--- src/hdl/lcc_pkg.sv ---
// Package: shared types, codes and constants of the login credential checker.
`default_nettype none

package lcc_pkg;

  localparam int unsigned BUF_LIMIT_DEF = 128;
  localparam int unsigned KEY_BYTES_DEF = 8;

  localparam int unsigned CHAR_W   = 8;
  localparam int unsigned KEY_W    = 64;
  localparam int unsigned KLEN_W   = 4;
  localparam int unsigned TICK_W   = 6;
  localparam int unsigned CIDX_W   = 3;
  localparam int unsigned EV_W     = 3;

  localparam logic [CHAR_W-1:0] CHAR_CR   = 8'h0D;
  localparam logic [CHAR_W-1:0] CHAR_STAR = 8'h2A;

  localparam logic [KEY_W-1:0]  USER_KEY_RST     = '0;
  localparam logic [KEY_W-1:0]  PASS_KEY_RST     = '0;
  localparam logic [KLEN_W-1:0] USER_KEY_LEN_RST = 4'd8;
  localparam logic [KLEN_W-1:0] PASS_KEY_LEN_RST = 4'd8;
  localparam logic [TICK_W-1:0] TIMEOUT_RST      = 6'd30;

  typedef enum logic [EV_W-1:0] {
    EV_ECHO     = 3'd0,
    EV_ASK_PASS = 3'd1,
    EV_GRANTED  = 3'd2,
    EV_DENIED   = 3'd3,
    EV_TIMEOUT  = 3'd4
  } event_e;

  typedef enum logic [CIDX_W-1:0] {
    CFG_USER_KEY     = 3'd0,
    CFG_PASS_KEY     = 3'd1,
    CFG_USER_KEY_LEN = 3'd2,
    CFG_PASS_KEY_LEN = 3'd3,
    CFG_TIMEOUT      = 3'd4
  } cfg_idx_e;

  // Configuration as seen by the checking logic
  typedef struct packed {
    logic [KEY_W-1:0]  user_key;
    logic [KEY_W-1:0]  pass_key;
    logic [KLEN_W-1:0] user_key_len;
    logic [KLEN_W-1:0] pass_key_len;
    logic [TICK_W-1:0] timeout_ticks;
  } cfg_t;

  // One step's outcome, core to result register
  typedef struct packed {
    logic              has_res;
    event_e            ev;
    logic [CHAR_W-1:0] chr;
  } res_t;

endpackage

`default_nettype wire

--- src/hdl/lcc_core.sv ---
// Login state registers and the single-pass step logic.
`default_nettype none

module lcc_core
  import lcc_pkg::*;
#(
  parameter int unsigned BUF_LIMIT = BUF_LIMIT_DEF,
  parameter int unsigned KEY_BYTES = KEY_BYTES_DEF
) (
  input  wire logic              clk_i,
  input  wire logic              rst_ni,
  input  wire logic              step_i,
  input  wire cfg_t              cfg_i,
  input  wire logic              mode_i,
  input  wire logic [CHAR_W-1:0] char_i,
  output res_t                   res_o
);

  localparam int unsigned CNT_W = $clog2(BUF_LIMIT + 1);
  localparam logic [CNT_W-1:0] CNT_LIMIT = CNT_W'(BUF_LIMIT);

  logic              pw_phase_q, pw_phase_d;
  logic [CNT_W-1:0]  user_cnt_q, user_cnt_d;
  logic [CNT_W-1:0]  pass_cnt_q, pass_cnt_d;
  logic              user_ok_q, user_ok_d;
  logic              pass_ok_q, pass_ok_d;
  logic              tmr_run_q, tmr_run_d;
  logic [TICK_W-1:0] tick_q, tick_d;

  // True when char sits at position pos of the key; positions past the key never match
  function automatic logic key_hit(logic [KEY_W-1:0] key, logic [CNT_W-1:0] pos,
                                   logic [CHAR_W-1:0] c);
    logic hit;
    hit = 1'b0;
    for (int i = 0; i < KEY_BYTES; i++) begin
      if (pos == CNT_W'(i) && key[CHAR_W*i +: CHAR_W] == c) hit = 1'b1;
    end
    return hit;
  endfunction

  always_comb begin
    pw_phase_d  = pw_phase_q;
    user_cnt_d  = user_cnt_q;
    pass_cnt_d  = pass_cnt_q;
    user_ok_d   = user_ok_q;
    pass_ok_d   = pass_ok_q;
    tmr_run_d   = tmr_run_q;
    tick_d      = tick_q;
    res_o.has_res = 1'b0;
    res_o.ev      = EV_ECHO;
    res_o.chr     = '0;

    if (mode_i) begin
      // timer tick
      if (tmr_run_q) begin
        if (tick_q >= cfg_i.timeout_ticks) begin
          pw_phase_d = 1'b0;
          user_cnt_d = '0;
          pass_cnt_d = '0;
          user_ok_d  = 1'b1;
          pass_ok_d  = 1'b1;
          tmr_run_d  = 1'b0;
          tick_d     = '0;
          res_o.has_res = 1'b1;
          res_o.ev      = EV_TIMEOUT;
        end else begin
          tick_d = tick_q + 1'b1;
        end
      end
    end else if (!pw_phase_q) begin
      if (char_i == CHAR_CR) begin
        pw_phase_d = 1'b1;
        pass_cnt_d = '0;
        pass_ok_d  = 1'b1;
        tmr_run_d  = 1'b1;
        tick_d     = '0;
        res_o.has_res = 1'b1;
        res_o.ev      = EV_ASK_PASS;
      end else if (user_cnt_q < CNT_LIMIT) begin
        if (!key_hit(cfg_i.user_key, user_cnt_q, char_i)) user_ok_d = 1'b0;
        user_cnt_d = user_cnt_q + 1'b1;
        res_o.has_res = 1'b1;
        res_o.ev      = EV_ECHO;
        res_o.chr     = char_i;
      end
    end else begin
      if (char_i == CHAR_CR) begin
        pw_phase_d = 1'b0;
        user_cnt_d = '0;
        pass_cnt_d = '0;
        user_ok_d  = 1'b1;
        pass_ok_d  = 1'b1;
        tmr_run_d  = 1'b0;
        tick_d     = '0;
        res_o.has_res = 1'b1;
        if (user_cnt_q == CNT_W'(cfg_i.user_key_len) &&
            pass_cnt_q == CNT_W'(cfg_i.pass_key_len) && user_ok_q && pass_ok_q) begin
          res_o.ev = EV_GRANTED;
        end else begin
          res_o.ev = EV_DENIED;
        end
      end else if (pass_cnt_q < CNT_LIMIT) begin
        if (!key_hit(cfg_i.pass_key, pass_cnt_q, char_i)) pass_ok_d = 1'b0;
        pass_cnt_d = pass_cnt_q + 1'b1;
        res_o.has_res = 1'b1;
        res_o.ev      = EV_ECHO;
        res_o.chr     = CHAR_STAR;
      end
    end
  end

  always_ff @(posedge clk_i or negedge rst_ni) begin
    if (!rst_ni) begin
      pw_phase_q <= 1'b0;
      user_cnt_q <= '0;
      pass_cnt_q <= '0;
      user_ok_q  <= 1'b1;
      pass_ok_q  <= 1'b1;
      tmr_run_q  <= 1'b0;
      tick_q     <= '0;
    end else if (step_i) begin
      pw_phase_q <= pw_phase_d;
      user_cnt_q <= user_cnt_d;
      pass_cnt_q <= pass_cnt_d;
      user_ok_q  <= user_ok_d;
      pass_ok_q  <= pass_ok_d;
      tmr_run_q  <= tmr_run_d;
      tick_q     <= tick_d;
    end
  end

endmodule

`default_nettype wire

--- config.mk ---
export PLATFORM = sky130hd
export DESIGN_NAME = lcc_core
export DESIGN_NICKNAME = d
export VERILOG_FILES = /design/src/hdl/lcc_pkg.sv /design/src/hdl/lcc_core.sv
export SDC_FILE = /design/constraint.sdc
export NUM_CORES = 1
export LEC_CHECK = 0
export BUFFER_PORTS_ARGS = -buffer_cell sky130_fd_sc_hd__buf_4
export CORE_MARGIN = 2
export CORE_UTILIZATION = 39
export DETAILED_ROUTE_END_ITERATION = 8
export PLACE_DENSITY = 0.69
export SYNTH_ARGS = -nofsm -noshare
export SYNTH_HDL_FRONTEND = slang
export SYNTH_SLANG_ARGS = --single-unit
--- constraint.sdc ---
create_clock -name clk_i -period 3.3 [get_ports clk_i]
set_input_delay 0.165 -clock clk_i [delete_from_list [all_inputs] [get_ports clk_i]]
set_output_delay 0.165 -clock clk_i [all_outputs]
set_load 0.01 [all_outputs]
== Yosys cells after proc, flatten, opt, wreduce, memory -nomap -nowiden ==
Cells that the tools add are included.
Operators by class
  add/subtract/negate cells: 3
  $mul: 0
  divide/modulo/power cells: 0
  magnitude comparators: 3
  equal/unequal tests: 39
  shift operators: 0
  multiplexer cells: 75
  bitwise gates (word level): 0
  reductions and logical operators: 32
Operator list (number)
  $eq A8 B8 Y1: 16
  $mux W8: 14
  $eq A8 B3 Y1 const B: 8
  $mux W1: 49
  $mux W12: 3
  $eq A8 B2 Y1 const B: 4
  $mux W6: 4
  $mux W4: 5
  $logic_and A1 B1 Y1: 19
  $add A8 B1 Y8 const B: 2
  $eq A8 B1 Y1 const B: 2
  $eq A8 B4 Y1: 2
  $logic_not A8 Y1: 2
  $lt A8 B8 Y1 const B: 2
  $reduce_and A6 Y1: 2
  $ne A3 B3 Y1 const B: 3
  $reduce_bool A3 Y1: 3
  $eq A8 B4 Y1 const B: 1
  $reduce_and A7 Y1: 1
  $add A6 B1 Y6 const B: 1
  $ge A6 B6 Y1: 1
  $reduce_and A3 Y1: 2
  $reduce_and A5 Y1: 1
  $ne A2 B1 Y1 const B: 2
  3 further kinds: 3
Word-level totals
  flip-flop bits (word level): 26
  bits in latches: 0
  bits in writable memories: 0
  bits in read-only memories: 0
  bits of input ports: 154
  memories kept: 0

== Longest topological paths before layout ==
  depth in word-level cells: 19
  gate-level depth with buffers: 10

== Worst setup path before layout ==
Ideal clock, no wire load.
  path type: reg-to-reg
  start point: reg pass_cnt_q[5]
  end point: reg pass_ok_q
  setup time: 0.082 ns
  arrival: 2.266 ns
  data required time: 3.218 ns
  setup slack: 0.952 ns
  cell stages (with the launch flop): 8
  clock period less this slack: 2.348 ns
  cell sequence: dfrtp_1 or3_4 or4b_4 nor4_2 nand4_1 a41o_1 nand2_2 mux2_4
On the way
  longest elaborated chain between the ends: 16
  elaborated cells between the ends (all ways): 32
  those cells by class: order compare (1); eq/ne (8); mux (12); reduce/logical (11)
Ends and longest elaborated chain
  from (decl): line lcc_core.sv:24  | logic [CNT_W-1:0] pass_cnt_q, pass_cnt_d;
  from (signal assigned): line lcc_core.sv:124  | pass_cnt_q <= pass_cnt_d;
  $logic_not A8 Y1: line lcc_core.sv:36  | if (pos == CNT_W'(i) && key[CHAR_W*i +: CHAR_W] == c) hit = 1'b1;
  $logic_and A1 B1 Y1: line lcc_core.sv:36
  $mux W1 (8 in series): line lcc_core.sv:36
  $mux W1: line lcc_core.sv:102  | end else if (pass_cnt_q < CNT_LIMIT) begin
  $mux W1: line lcc_core.sv:87  | if (char_i == CHAR_CR) begin
  $mux W1: line lcc_core.sv:70  | end else if (!pw_phase_q) begin
  $mux W1: line lcc_core.sv:53  | if (mode_i) begin
  $ne A3 B3 Y1 (no line)
  $reduce_and A6 Y1 (no line) (*)
  to (signal assigned): line lcc_core.sv:126  | pass_ok_q <= pass_ok_d;
  to (decl): line lcc_core.sv:26  | logic pass_ok_q, pass_ok_d;
Every way passes the cells marked *; elsewhere a longest branch is shown, timed or not. The select of a mux whose other input is x is not followed.
A chain may end at the register's enable or synchronous reset.

== Worst setup path after layout ==
  start point: reg tick_q[0]
  end point: reg pass_cnt_q[5]
On the way
  longest elaborated chain between the ends: 3
Ends and longest elaborated chain
  from (decl): line lcc_core.sv:28  | logic [TICK_W-1:0] tick_q, tick_d;
  from (signal assigned): line lcc_core.sv:128  | tick_q <= tick_d;
  $ge A6 B6 Y1: line lcc_core.sv:56  | if (tick_q >= cfg_i.timeout_ticks) begin
  $ne A2 B1 Y1 (no line)
  $reduce_and A5 Y1 (no line)
Every way passes these cells.

==> impl_results.md <==
- Postcts setup bufs: 0
- Initial Util: 39.88%
- Critical R2R Capture: pass_cnt_q[5]
- Clock buffer depth: 2
- Reg2Reg Depth: 9
- Most frequent CP cell: nand2_1
- Crit path to: pass_cnt_q[5]
- Post-synth top area share: 22.27%
- CTS Hold Bufs: 1
- H-tree depth: 1
- WL/cell: 16.48 um
- CP Buf/Inv Count: 1
- CP startpoint kind: flop
- Area of the multi-input gates: 0.002635 mm^2
- N_diodes: 0
- FF+latch count, synth: 26
- R2R setup slack: 690 ps
- Final antenna-violating net count: 0
- Cell taking the most area after synthesis: xnor2_1
- Clock Power Share: 15.1%
- Most frequent cells in the layout: 166 x buf_4, 88 x xnor2_1, 48 x xor2_1
- Core Box Area: 0.008678 mm^2
- Syn nets: 591
- Tightest Pin Transition: 507.8 ps
- Vias: 3,598
- Initial antenna violation count: 0
- Number of global-route vias before repair: 3,607
- Leak: 2.117 nW
- Net Sw Frac: 39.26%
- Syn Std Cell Area: 0.003461 mm^2
- Crit path largest cell delay: 460 ps
- Worst Setup SP: tick_q[0]
- Root buffer cell: clkbuf_8
- Skew-Pair Late Insertion Delay: 270 ps
- Final Hold Vio Count: 0
- Final GP Congestion: 0.9420
- CP arrival: 2790 ps
- Crit Reg-Reg Startpoint: tick_q[0]
- Most common cell after layout, fill and taps aside: buf_4
- DRT Pass-1 Iters: 4
- Layout area overhead: 38.21%
- Max Cap Viol: 0
- Stages on worst setup path: 9
- Die Ht: 98.20 um
- Fin area: 0.004783 mm^2
- CTS tree: yes
- Critical path type: reg -> reg
- Clk slew on worst S/H paths: 90 ps
- RSZ-0062 raised after global routing: no
- Pwr dens: 289.6 mW/mm^2
- Post-cts sizing count: 0
- DRC: 0
- Status: finished clean
- Die Area: 0.009643 mm^2
- Rows: 34
- Yosys warnings: 0
- Crit-path cells: inv_1, ha_1, nand2b_1, a21oi_1, o2111ai_1, nand2_1, nor2_1, nand2_1, o31ai_1
- Fin crit period: 2607 ps
- CTS Buf Count: 3
- Mean Syn Cell Area: 8.240 um^2
- Ys flop type: dfrtp_1
- Clk_skew: 3.661 ps
- Synth unique cells: 50
- Min-delay worst type: in -> reg
- Final slew viol count: 0
- Fillers: 838
- Total grt overflow: 0
- Synth async-reset ratio: 100.0%
- Crit. End Element: flop
- Min Hold Slack: 174.6 ps
- Fraction of power consumed by sequential logic: 31.8%
- Largest net degree at the start of global routing: 27
- EDFF count, synth: 0
- First-pass GRT wire length: 18,040 um
- IO buf count: 165
- Tot GR Track Use: 22.91%
- Slew headroom: 66.11%
- Worst-path cell with the longest stage delay: o2111ai_1
- Synth area leaders: xnor2_1 22%, dfrtp_1 17%, xor2_1 12%, ha_1 6.1%, nand4_1 5.2%
- Final #Nets: 741
- Placed cell areas: 0.004718 mm^2
- Crit path max fanout: 12
- Reg area: 653.1 um^2
- Total Neg Setup Slack: 0 ps
- Combinational share of power: 53.1%
- Max Fclk: 383.6 MHz
- Iteration-0 DRC count of the detailed router: 116
- Sequential-to-total area share from yosys stat: 18.87%
- Detail Placement HPWL: 8997 um
- WP data required: 3480 ps
- Psw: 0.0005438 W
- Via/cell ratio: 5.315
- Final period utilization: 78.99%
- Post-Route WL: 11,160 um
- Cell-internal power: 0.0008414 W
- CP delay by family, top: simple AND/OR/NAND/NOR gates
- IO Count: 166
- Clock Sinks: 26
- Cell count after synthesis: 420
- Share of layout cells above drive strength 1: 32.69%
- Final setup viols: 0
- Max VDD drop: 165.9 uV
- Die Wd: 98.20 um
[final cells by class]
class,count,share of cell area [%]
multi-input combinational,359,55.09
timing repair buffer,167,26.26
sequential,26,13.65
tap,108,2.825
clock buffer,4,1.151
inverter,13,1.020
[worst min-delay path by stage]
stage / start / endpoint / slack (ps) / depth (start not counted)
global route: step_i / tmr_run_q / 180 / 3
detailed placement: rst_ni / tick_q[5] / 100 / 1
floorplan: rst_ni / pass_cnt_q[0] / -130 / 0
global placement: rst_ni / user_cnt_q[0] / 100 / 1
finish: step_i / tmr_run_q / 170 / 3
CTS: step_i / tmr_run_q / 180 / 3
[state kept, by name (all words and copies together), names as in the netlist]
name / cells
tick_q: 6
tmr_run_q: 1
pass_cnt_q: 8
pass_ok_q: 1
pw_phase_q: 1
user_cnt_q: 8
user_ok_q: 1
[Yosys cell counts (2+ instances only)]
| cell type | count |
|---|---|
| a21oi_1 | 8 |
| nand2_1 | 17 |
| nand3_1 | 18 |
| nor4_2 | 2 |
| buf_2 | 12 |
| ha_1 | 17 |
| nor2_1 | 20 |
| a22o_1 | 2 |
| mux2_2 | 2 |
| dfrtp_1 | 24 |
| clkbuf_1 | 5 |
| o31ai_1 | 4 |
| o21ai_1 | 33 |
| nor3_1 | 3 |
| a31oi_1 | 2 |
| nand4_1 | 29 |
| nor2b_1 | 5 |
| inv_1 | 12 |
| and2_1 | 3 |
| nor4_1 | 20 |
| and3_1 | 8 |
| xor2_1 | 48 |
| xnor2_1 | 88 |
| or2_1 | 3 |
| nand2b_1 | 5 |
| dfstp_2 | 2 |
| a41oi_1 | 3 |
| buf_4 | 2 |
| nand2_2 | 2 |
[kinds of logic after synthesis]
| group | synth area share (%) |
|---|---|
| AOI/OAI and AO/OA | 10.67 |
| adders and majority gates | 6.146 |
| xor gates and xnor gates | 34.42 |
| muxes | 1.084 |
| DFF | 18.87 |
| buffers and inverters | 4.989 |
| and+or+nand+nor | 23.82 |
[worst reg2reg max path, cell delays in order, from the launching register on]
cell and delay [ps]:
dfrtp_1 410, inv_1 70, ha_1 270, nand2b_1 90, a21oi_1 80, o2111ai_1 460
nand2_1 380, nor2_1 420, nand2_1 130, o31ai_1 220
[power by group through the flow]
stage | clock, W | combinational (W) | sequential, W
after CTS | 0.000213 | 0.000739 | 0.000439
final | 0.000209 | 0.000735 | 0.000441
after detailed placement | 0 | 0.000732 | 0.000445
after global routing | 0.000228 | 0.000817 | 0.000452
after floorplan | 0 | 0.000442 | 0.000425
after global placement | 0 | 0.000717 | 0.000441
[metrics by stage]
stage	util (%)	worst slack, ps	std cells	power [W]
final	55.12	693.2	677	0.001385
after global routing	55.12	338.4	677	0.001497
after CTS	55.12	691.1	677	0.001391
after detailed placement	54.37	721.6	672	0.001177
after global placement	54.37	814.5	672	0.001158
after floorplan	-	951.8	420	0.0008670
[layer usage]
layer	routed length (um)	GRT usage, %	vias up	share of wire, %
met5	0	0	-	0
met4	365	6.533	0	3.3
met3	503	2.792	26	4.5
met2	5537	40.15	108	50
met1	4749	29.71	1690	43
li1	-	-	1774	-
No activity file was read; power rests on OpenSTA's default activity.
